<file path="src/design/bsec_pkg.sv">
// ----------------------------------------------------------------------------
// bsec_pkg
// Shared widths, register indexes and event reason codes for the battery
// SOC event classifier.
// ----------------------------------------------------------------------------
package bsec_pkg;

  // payload widths
  localparam int unsigned SOC_W     = 16;
  localparam int unsigned STATUS_W  = 8;
  localparam int unsigned NOW_W     = 32;
  localparam int unsigned REASON_W  = 3;
  localparam int unsigned GAP_RND_W = 9;

  // width of the hold-off timebase, elapsed time wraps modulo 2^TIME_BITS
  localparam int unsigned TIME_BITS = 32;

  // configuration port
  localparam int unsigned CFG_IDX_W  = 3;
  localparam int unsigned CFG_DATA_W = 16;

  localparam logic [CFG_IDX_W-1:0] CFG_CONNECTED_CODE    = 3'd0;
  localparam logic [CFG_IDX_W-1:0] CFG_DISCONNECTED_CODE = 3'd1;
  localparam logic [CFG_IDX_W-1:0] CFG_FULL_CODE         = 3'd2;
  localparam logic [CFG_IDX_W-1:0] CFG_HOLDOFF_SECS      = 3'd3;
  localparam logic [CFG_IDX_W-1:0] CFG_SKIP_THRESHOLD    = 3'd4;
  localparam logic [CFG_IDX_W-1:0] CFG_DIVERGE_THRESHOLD = 3'd5;

  // register reset values
  localparam logic [STATUS_W-1:0]   CONNECTED_CODE_RST    = 8'd0;
  localparam logic [STATUS_W-1:0]   DISCONNECTED_CODE_RST = 8'd1;
  localparam logic [STATUS_W-1:0]   FULL_CODE_RST         = 8'd2;
  localparam logic [CFG_DATA_W-1:0] HOLDOFF_SECS_RST      = 16'd1800;
  localparam logic [CFG_DATA_W-1:0] SKIP_THRESHOLD_RST    = 16'd512;
  localparam logic [CFG_DATA_W-1:0] DIVERGE_THRESHOLD_RST = 16'd1024;

  // half of one percent in Q8.8, added before truncation for half-up rounding
  localparam logic [SOC_W:0] ROUND_HALF = 17'd128;

  // event reasons
  typedef enum logic [REASON_W-1:0] {
    REASON_NONE         = 3'd0,
    REASON_CONNECTED    = 3'd1,
    REASON_DISCONNECTED = 3'd2,
    REASON_FULL         = 3'd3,
    REASON_SKIP         = 3'd4,
    REASON_DIVERGE      = 3'd5
  } reason_t;

  // absolute difference of two SOC values
  function automatic logic [SOC_W-1:0] soc_abs_diff(input logic [SOC_W-1:0] a,
                                                    input logic [SOC_W-1:0] b);
    soc_abs_diff = (a >= b) ? (a - b) : (b - a);
  endfunction

endpackage

</file>
<file path="src/design/bsec_ifs.sv">
// ----------------------------------------------------------------------------
// bsec channel interfaces
// Valid/ready channels carrying one sample request and one event result.
// ----------------------------------------------------------------------------

// sample request channel
interface bsec_in_if;
  logic                          valid;
  logic                          ready;
  logic [bsec_pkg::SOC_W-1:0]    gauge_soc;
  logic [bsec_pkg::SOC_W-1:0]    system_soc;
  logic [bsec_pkg::STATUS_W-1:0] status_code;
  logic [bsec_pkg::NOW_W-1:0]    now_secs;

  modport source (output valid, gauge_soc, system_soc, status_code, now_secs,
                  input ready);
  modport sink   (input valid, gauge_soc, system_soc, status_code, now_secs,
                  output ready);
endinterface

// event result channel
interface bsec_out_if;
  logic                          valid;
  logic                          ready;
  logic                          report_valid;
  logic [bsec_pkg::REASON_W-1:0] event_reason;

  modport source (output valid, report_valid, event_reason, input ready);
  modport sink   (input valid, report_valid, event_reason, output ready);
endinterface

</file>
<file path="src/design/battery_soc_event_classifier.sv">
// ----------------------------------------------------------------------------
// battery_soc_event_classifier
// Classifies fuel-gauge samples into charger status events, percent skips
// and gauge/system divergences, with a hold-off after abnormal events.
// ----------------------------------------------------------------------------
//  channel | direction | handshake        | payload
//  --------+-----------+------------------+-----------------------------------
//  in_ch   | sink      | valid / ready    | gauge_soc, system_soc,
//          |           |                  | status_code, now_secs
//  out_ch  | source    | valid / ready    | report_valid, event_reason
//  cfg_*   | sink      | cfg_we (no wait) | cfg_idx, cfg_wdata
//
//  one request per cycle sustained while the result side is not stalled; a
//  request loads the input register, then the result register that offers it
//  the decision logic is a single pass over the input register and the
//  classifier state, which updates at the edge that loads the result register
//  rst_n is synchronous: valid flags and configuration return to defaults,
//  state is cleared, payload registers are not reset
//  a stalled result holds in place; the input register still takes a request
//  while the result register is free or being drained in the same cycle
// ----------------------------------------------------------------------------
module battery_soc_event_classifier (
  input  logic                              clk,
  input  logic                              rst_n,
  bsec_in_if.sink                           in_ch,
  bsec_out_if.source                        out_ch,
  input  logic                              cfg_we,
  input  logic [bsec_pkg::CFG_IDX_W-1:0]    cfg_idx,
  input  logic [bsec_pkg::CFG_DATA_W-1:0]   cfg_wdata
);

  // configuration registers
  logic [bsec_pkg::STATUS_W-1:0]   connected_code_r;
  logic [bsec_pkg::STATUS_W-1:0]   disconnected_code_r;
  logic [bsec_pkg::STATUS_W-1:0]   full_code_r;
  logic [bsec_pkg::CFG_DATA_W-1:0] holdoff_secs_r;
  logic [bsec_pkg::CFG_DATA_W-1:0] skip_threshold_r;
  logic [bsec_pkg::CFG_DATA_W-1:0] diverge_threshold_r;

  // input register
  logic                          s1_valid_r;
  logic [bsec_pkg::SOC_W-1:0]    s1_gauge_r;
  logic [bsec_pkg::SOC_W-1:0]    s1_sys_r;
  logic [bsec_pkg::STATUS_W-1:0] s1_status_r;
  logic [bsec_pkg::NOW_W-1:0]    s1_now_r;

  // classifier state
  logic [bsec_pkg::STATUS_W-1:0]  last_status_r,      last_status_nxt;
  logic [bsec_pkg::SOC_W-1:0]     last_sys_r;
  logic [bsec_pkg::GAP_RND_W-1:0] last_gap_rnd_r,     last_gap_rnd_nxt;
  logic                           holdoff_active_r,   holdoff_active_nxt;
  logic [bsec_pkg::TIME_BITS-1:0] holdoff_start_r,    holdoff_start_nxt;

  // result register
  logic                           out_valid_r;
  bsec_pkg::reason_t              out_reason_r,       out_reason_nxt;

  // handshake
  logic out_free;
  logic s1_adv;
  logic in_acc;

  assign out_free     = !out_valid_r || out_ch.ready;
  assign s1_adv       = s1_valid_r && out_free;
  assign in_ch.ready  = !s1_valid_r || out_free;
  assign in_acc       = in_ch.valid && in_ch.ready;

  // configuration writes, out-of-range indexes are ignored
  always_ff @(posedge clk) begin
    if (!rst_n) begin
      connected_code_r    <= bsec_pkg::CONNECTED_CODE_RST;
      disconnected_code_r <= bsec_pkg::DISCONNECTED_CODE_RST;
      full_code_r         <= bsec_pkg::FULL_CODE_RST;
      holdoff_secs_r      <= bsec_pkg::HOLDOFF_SECS_RST;
      skip_threshold_r    <= bsec_pkg::SKIP_THRESHOLD_RST;
      diverge_threshold_r <= bsec_pkg::DIVERGE_THRESHOLD_RST;
    end else if (cfg_we) begin
      case (cfg_idx)
        bsec_pkg::CFG_CONNECTED_CODE:    connected_code_r    <= cfg_wdata[bsec_pkg::STATUS_W-1:0];
        bsec_pkg::CFG_DISCONNECTED_CODE: disconnected_code_r <= cfg_wdata[bsec_pkg::STATUS_W-1:0];
        bsec_pkg::CFG_FULL_CODE:         full_code_r         <= cfg_wdata[bsec_pkg::STATUS_W-1:0];
        bsec_pkg::CFG_HOLDOFF_SECS:      holdoff_secs_r      <= cfg_wdata;
        bsec_pkg::CFG_SKIP_THRESHOLD:    skip_threshold_r    <= cfg_wdata;
        bsec_pkg::CFG_DIVERGE_THRESHOLD: diverge_threshold_r <= cfg_wdata;
        default: ;
      endcase
    end
  end

  // input register valid
  always_ff @(posedge clk) begin
    if (!rst_n) begin
      s1_valid_r <= 1'b0;
    end else if (in_ch.ready) begin
      s1_valid_r <= in_ch.valid;
    end
  end

  // input register payload
  always_ff @(posedge clk) begin
    if (in_acc) begin
      s1_gauge_r  <= in_ch.gauge_soc;
      s1_sys_r    <= in_ch.system_soc;
      s1_status_r <= in_ch.status_code;
      s1_now_r    <= in_ch.now_secs;
    end
  end

  // decision logic
  logic [bsec_pkg::TIME_BITS-1:0] now_t;
  logic [bsec_pkg::TIME_BITS-1:0] elapsed;
  logic                           holdoff_live;
  logic [bsec_pkg::SOC_W-1:0]     gap;
  logic [bsec_pkg::SOC_W:0]       gap_sum;
  logic [bsec_pkg::GAP_RND_W-1:0] gap_rnd;
  logic [bsec_pkg::SOC_W-1:0]     sys_jump;
  logic                           is_skip;
  logic                           is_diverge;

  // timestamp sized to the hold-off timebase, zero-extended or truncated
  assign now_t        = bsec_pkg::TIME_BITS'(s1_now_r);
  assign elapsed      = now_t - holdoff_start_r;
  assign holdoff_live = holdoff_active_r &&
                        (elapsed <= bsec_pkg::TIME_BITS'(holdoff_secs_r));
  assign gap          = bsec_pkg::soc_abs_diff(s1_sys_r, s1_gauge_r);
  // half-up rounding to whole percent
  assign gap_sum      = {1'b0, gap} + bsec_pkg::ROUND_HALF;
  assign gap_rnd      = gap_sum[bsec_pkg::SOC_W:bsec_pkg::SOC_W-bsec_pkg::GAP_RND_W+1];
  assign sys_jump     = bsec_pkg::soc_abs_diff(s1_sys_r, last_sys_r);
  assign is_skip      = sys_jump >= skip_threshold_r;
  assign is_diverge   = (gap_rnd != last_gap_rnd_r) && (gap >= diverge_threshold_r);

  always_comb begin
    out_reason_nxt     = bsec_pkg::REASON_NONE;
    last_status_nxt    = last_status_r;
    last_gap_rnd_nxt   = last_gap_rnd_r;
    holdoff_active_nxt = holdoff_live;
    holdoff_start_nxt  = holdoff_start_r;
    if (s1_status_r != last_status_r) begin
      // status change, connected checked first when codes coincide
      last_status_nxt = s1_status_r;
      if (s1_status_r == connected_code_r) begin
        out_reason_nxt = bsec_pkg::REASON_CONNECTED;
      end else if (s1_status_r == disconnected_code_r) begin
        out_reason_nxt = bsec_pkg::REASON_DISCONNECTED;
      end else if (s1_status_r == full_code_r) begin
        out_reason_nxt = bsec_pkg::REASON_FULL;
      end
    end else if (!holdoff_live) begin
      // abnormal events, a skip wins over a divergence
      if (is_skip) begin
        out_reason_nxt     = bsec_pkg::REASON_SKIP;
        holdoff_active_nxt = 1'b1;
        holdoff_start_nxt  = now_t;
      end else if (is_diverge) begin
        out_reason_nxt     = bsec_pkg::REASON_DIVERGE;
        holdoff_active_nxt = 1'b1;
        holdoff_start_nxt  = now_t;
        last_gap_rnd_nxt   = gap_rnd;
      end
    end
  end

  // classifier state, updated as the request moves to the result register
  always_ff @(posedge clk) begin
    if (!rst_n) begin
      last_status_r    <= '0;
      last_sys_r       <= '0;
      last_gap_rnd_r   <= '0;
      holdoff_active_r <= 1'b0;
      holdoff_start_r  <= '0;
    end else if (s1_adv) begin
      last_status_r    <= last_status_nxt;
      last_sys_r       <= s1_sys_r;
      last_gap_rnd_r   <= last_gap_rnd_nxt;
      holdoff_active_r <= holdoff_active_nxt;
      holdoff_start_r  <= holdoff_start_nxt;
    end
  end

  // result register valid
  always_ff @(posedge clk) begin
    if (!rst_n) begin
      out_valid_r <= 1'b0;
    end else if (out_free) begin
      out_valid_r <= s1_valid_r;
    end
  end

  // result register payload
  always_ff @(posedge clk) begin
    if (s1_adv) begin
      out_reason_r <= out_reason_nxt;
    end
  end

  assign out_ch.valid        = out_valid_r;
  assign out_ch.event_reason = out_reason_r;
  assign out_ch.report_valid = (out_reason_r != bsec_pkg::REASON_NONE);

endmodule

</file>
<file path="src/flat_wrapper.sv">
// flat-port wrapper written by rule: the top's interface ports become plain ports
module battery_soc_event_classifier_flat 
  (clk, rst_n, cfg_we, cfg_idx, cfg_wdata, in_ch_valid, in_ch_gauge_soc, in_ch_system_soc, in_ch_status_code, in_ch_now_secs, in_ch_ready, out_ch_valid, out_ch_report_valid, out_ch_event_reason, out_ch_ready);
  bsec_in_if in_ch_i ();
  bsec_out_if out_ch_i ();
  input  logic clk;
  input  logic rst_n;
  input  logic cfg_we;
  input  logic [bsec_pkg::CFG_IDX_W-1:0] cfg_idx;
  input  logic [bsec_pkg::CFG_DATA_W-1:0] cfg_wdata;
  input wire logic [$bits(in_ch_i.valid)-1:0] in_ch_valid;
  input wire logic [$bits(in_ch_i.gauge_soc)-1:0] in_ch_gauge_soc;
  input wire logic [$bits(in_ch_i.system_soc)-1:0] in_ch_system_soc;
  input wire logic [$bits(in_ch_i.status_code)-1:0] in_ch_status_code;
  input wire logic [$bits(in_ch_i.now_secs)-1:0] in_ch_now_secs;
  output wire logic [$bits(in_ch_i.ready)-1:0] in_ch_ready;
  output wire logic [$bits(out_ch_i.valid)-1:0] out_ch_valid;
  output wire logic [$bits(out_ch_i.report_valid)-1:0] out_ch_report_valid;
  output wire logic [$bits(out_ch_i.event_reason)-1:0] out_ch_event_reason;
  input wire logic [$bits(out_ch_i.ready)-1:0] out_ch_ready;
  assign in_ch_i.valid = in_ch_valid;
  assign in_ch_i.gauge_soc = in_ch_gauge_soc;
  assign in_ch_i.system_soc = in_ch_system_soc;
  assign in_ch_i.status_code = in_ch_status_code;
  assign in_ch_i.now_secs = in_ch_now_secs;
  assign in_ch_ready = in_ch_i.ready;
  assign out_ch_valid = out_ch_i.valid;
  assign out_ch_report_valid = out_ch_i.report_valid;
  assign out_ch_event_reason = out_ch_i.event_reason;
  assign out_ch_i.ready = out_ch_ready;
  battery_soc_event_classifier u_core (.clk(clk), .rst_n(rst_n), .in_ch(in_ch_i), .out_ch(out_ch_i), .cfg_we(cfg_we), .cfg_idx(cfg_idx), .cfg_wdata(cfg_wdata));
endmodule
</file>
<file path="config.mk">
export PLATFORM = sky130hd
export DESIGN_NAME = battery_soc_event_classifier_flat
export DESIGN_NICKNAME = d
export VERILOG_FILES = /design/src/design/bsec_pkg.sv /design/src/design/bsec_ifs.sv /design/src/design/battery_soc_event_classifier.sv /design/src/flat_wrapper.sv
export SDC_FILE = /design/constraint.sdc
export NUM_CORES = 1
export LEC_CHECK = 0
export BUFFER_PORTS_ARGS = -buffer_cell sky130_fd_sc_hd__buf_4
export CAP_MARGIN = 20
export CELL_PAD_IN_SITES_DETAIL_PLACEMENT = 1
export CELL_PAD_IN_SITES_GLOBAL_PLACEMENT = 1
export CORE_MARGIN = 2
export CORE_UTILIZATION = 51
export DETAILED_ROUTE_END_ITERATION = 8
export GPL_TIMING_DRIVEN = 0
export HOLD_SLACK_MARGIN = 0.02
export PLACE_DENSITY_LB_ADDON = 0.1
export SLEW_MARGIN = 40
export SYNTH_ARGS = -nofsm -noshare
export SYNTH_HDL_FRONTEND = slang
export SYNTH_SLANG_ARGS = --single-unit
</file>
<file path="constraint.sdc">
create_clock -name clk -period 15.5 [get_ports clk]
set_clock_uncertainty 0.1 [all_clocks]
set_input_delay 0 -clock clk [delete_from_list [all_inputs] [get_ports clk]]
set_output_delay 0 -clock clk [all_outputs]
set_load 0.02 [all_outputs]
</file>
==> impl_metrics.tcl <==
set metrics [dict create \
    finalCriticalPeriod_ps 7030 \
    slew_viol_final 0 \
    crit_arrival_ps 7430 \
    numCtsBuffers 26 \
    synth_top_area_frac 0.190 \
    required_ps 15890 \
    cap_violations 0 \
    cp_top_family "compound AO/OA/AOI/OAI gates" \
    final_util 0.628 \
    p_per_area_nw_per_um2 94.4 \
    core_area_sq_um 28500 \
    synthSimpleGateAreaFrac 0.167 \
    rsz0062_at_grt "no" \
    fin_crit_sh 0.454 \
    areaGrowthSynthToFinish_pct 21.6 \
    end_kind "flip-flop" \
    start_util 0.516 \
    worst-path-buf-inv 5 \
    routed_wl_um 52100 \
    grt_max_degree 41 \
    grt_use_total 0.340 \
    die_w_um 174 \
    nets 2181 \
    p_leak_nw 7.23 \
    slowest_delay_ps 630 \
    drt-initial-drc-count 892 \
    startpoint_type "flip-flop" \
    synth_edf_count 75 \
    syn_nets 1950 \
    ys_seq_elements 215 \
    vdd_drop_max_v 0.000121 \
    drive_gt1_frac 0.0981 \
    gr-total-overflow 0 \
    die_h_um 174 \
    yosysWarnings 0 \
    synth_top_family_by_area "compound AO/OA/AOI/OAI gates" \
    drcViolationCount 0 \
    cts_setup_buffers 0 \
    worstHoldPathType "in -> reg" \
    yosys.area.top_type "dfxtp_1" \
    synthAdderAreaFrac 0.127 \
    synth_area_sq_um 14700 \
    postRouteAntennaNets 0 \
    design_area_sq_um 17900 \
    synth_compound_area_frac 0.191 \
    dp_hpwl_um 33800 \
    dominantRegCellSynth "dfxtp_1" \
    crit_type "reg -> reg" \
    cts-resized-gates 0 \
    port_buffers 100 \
    antenna_found_initial 2 \
    setup_viol 0 \
    postSynthAreaPerCell_sq_um 8.63 \
    synth_area_leaders "dfxtp_1 (19%), edfxtp_1 (15%), ha_1 (12%)" \
    root_buffer "clkbuf_16" \
    wire_per_inst_um 22.2 \
    netlist_instances 1707 \
    cts.htree.levels 1 \
    insertion_delay_ps 580 \
    path_clk_slew_ps 70 \
    seq_area_frac_synth 0.343 \
    yosys-mux-area-fraction 0.0514 \
    async_flop_share 0 \
    tritoncts "built" \
    n_fill_cell 3327 \
    status "finished, final reports clean" \
    core.rowCount 62 \
    drt-pass1-iter-count 5 \
    final_hold_viol_count 0 \
    grt_pass1_vias 14877 \
    path_max_fanout 10 \
    io_pins 102 \
    crit_top_cell "a21o_1" \
    timing.fmax_ghz 0.142 \
    final.setup.tns_ps 0 \
    relSlewSlack 0.403 \
    slowest_stage "clkbuf_1" \
    hold_buffers 102 \
    place_area_sq_um 16000 \
    gp_congestion 0.882 \
    via_per_inst 5.80 \
    tightest_slew_ps 883 \
    cts_sinks 215 \
    synth_xor_area_frac 0.0556 \
    clock_path_buffers 3 \
    num_vias 13586 \
    die_area_sq_um 30300 \
    yosysUniqueCellTypes 77 \
    grt_pass1_wl_um 81500 \
]
==> sequential cells by signal, summed over array words and instances, names as in the netlist, 9 cells and up <==
| name | count |
|---|---|
| u_core.holdoff_start_r | 32 |
| u_core.now_t | 32 |
| u_core.diverge_threshold_r | 16 |
| u_core.holdoff_secs_r | 16 |
| u_core.last_sys_r | 16 |
| u_core.s1_gauge_r | 16 |
| u_core.s1_sys_r | 16 |
| u_core.skip_threshold_r | 16 |
| u_core.last_gap_rnd_r | 9 |
==> cells in the final DEF, fill, tap and decap left out, types with 10 or more instances in the layout <==
cell type      Yosys  routed
nand4_1           23      23
a211oi_1          15      15
dlygate4sd3_1      0     102
dfxtp_1          140     140
o211ai_1          16      16
xnor2_1           60      59
nor4_1            10      10
nand2b_1          18      18
ha_1             142     142
a21o_1            48      48
inv_1            161     161
buf_4              2     102
clkbuf_16          0      27
o21a_1            11      11
nand2_1          316     316
a21boi_0          84      84
and3_1            12      12
edfxtp_1          75      75
nor2b_1           29      29
nor2_1            47      46
o21bai_1          18      18
clkbuf_1          59      66
mux2i_1           70      70
a21oi_1           94      94
nand3_1           22      22
nor3_1            20      18
o21ai_0           49      49
xor2_1            29      29
==> cell usage after synthesis, types with 8 or more instances <==
| master | count |
|---|---|
| nand2_1 | 316 |
| inv_1 | 161 |
| ha_1 | 142 |
| dfxtp_1 | 140 |
| a21oi_1 | 94 |
| a21boi_0 | 84 |
| edfxtp_1 | 75 |
| mux2i_1 | 70 |
| xnor2_1 | 60 |
| clkbuf_1 | 59 |
| o21ai_0 | 49 |
| a21o_1 | 48 |
| nor2_1 | 47 |
| nor2b_1 | 29 |
| xor2_1 | 29 |
| nand4_1 | 23 |
| nand3_1 | 22 |
| nor3_1 | 20 |
| nand2b_1 | 18 |
| o21bai_1 | 18 |
| o211ai_1 | 16 |
| a211oi_1 | 15 |
| and3_1 | 12 |
| o21a_1 | 11 |
| nor4_1 | 10 |
| a31oi_1 | 8 |
==> final timing paths <==
kind | start | end | slack (ps) | cells after the start
max | u_core.s1_sys_r[5]$_DFFE_PP_ | u_core.holdoff_start_r[1]$_SDFFE_PN0P_ | 8470 | 25
min | in_ch_now_secs[1] | u_core.now_t[1]$_DFFE_PP_ | 40 | 2
max reg2reg | u_core.s1_sys_r[5]$_DFFE_PP_ | u_core.holdoff_start_r[1]$_SDFFE_PN0P_ | 8470 | 25
min reg2reg | u_core.skip_threshold_r[5]$_SDFFE_PN0P_ | u_core.skip_threshold_r[5]$_SDFFE_PN0P_ | 360 | 2
==> logic make-up after synthesis <==
family | Yosys count
fa+ha+maj | 147
mux | 75
flops | 215
buf+inv | 237
compound gates | 406
simple gates | 536
xor+xnor | 91
==> per-layer routing <==
layer / wire (um) / up-vias / global-route usage
met5: 0 / - / 0
met4: 3170 / 0 / 0.191
met3: 2170 / 185 / 0.0457
met2: 26100 / 410 / 0.612
met1: 20600 / 6603 / 0.387
li1: - / 6388 / -
==> where the power goes <==
part | switching, mW | total [mW] | internal (mW)
Combinational | 0.251 | 0.431 | 0.180
Clock | 0.268 | 0.640 | 0.371
Sequential | 0.0167 | 0.621 | 0.605
==> area by class of cell <==
cell class	count	area [sq um]	area share
diodes	2	5.00	0.000279
plain buffers	75	350	0.0196
clock buffers	42	802	0.0448
clock inverters	6	80.1	0.00447
inverters	162	608	0.0339
multi-input cells	1255	8740	0.488
flip-flops and latches	215	5050	0.282
well taps	384	480	0.0268
repair buffers	203	1790	0.100
==> per-stage QoR <==
step / hold WS [ps] / std cells / power (mW) / setup WS [ps]
final: 39.6 / 2344 / 1.69 / 8470
after global routing: 37.6 / 2344 / 1.76 / 8120
after CTS: 36.2 / 2342 / 1.67 / 8650
after detailed placement: 79.2 / 2192 / 1.02 / 8700
after global placement: 77.8 / 2191 / 1.00 / 8520
after floorplan: -1.13 / 1707 / 0.900 / 9920
(Power assumes the default switching activity.)
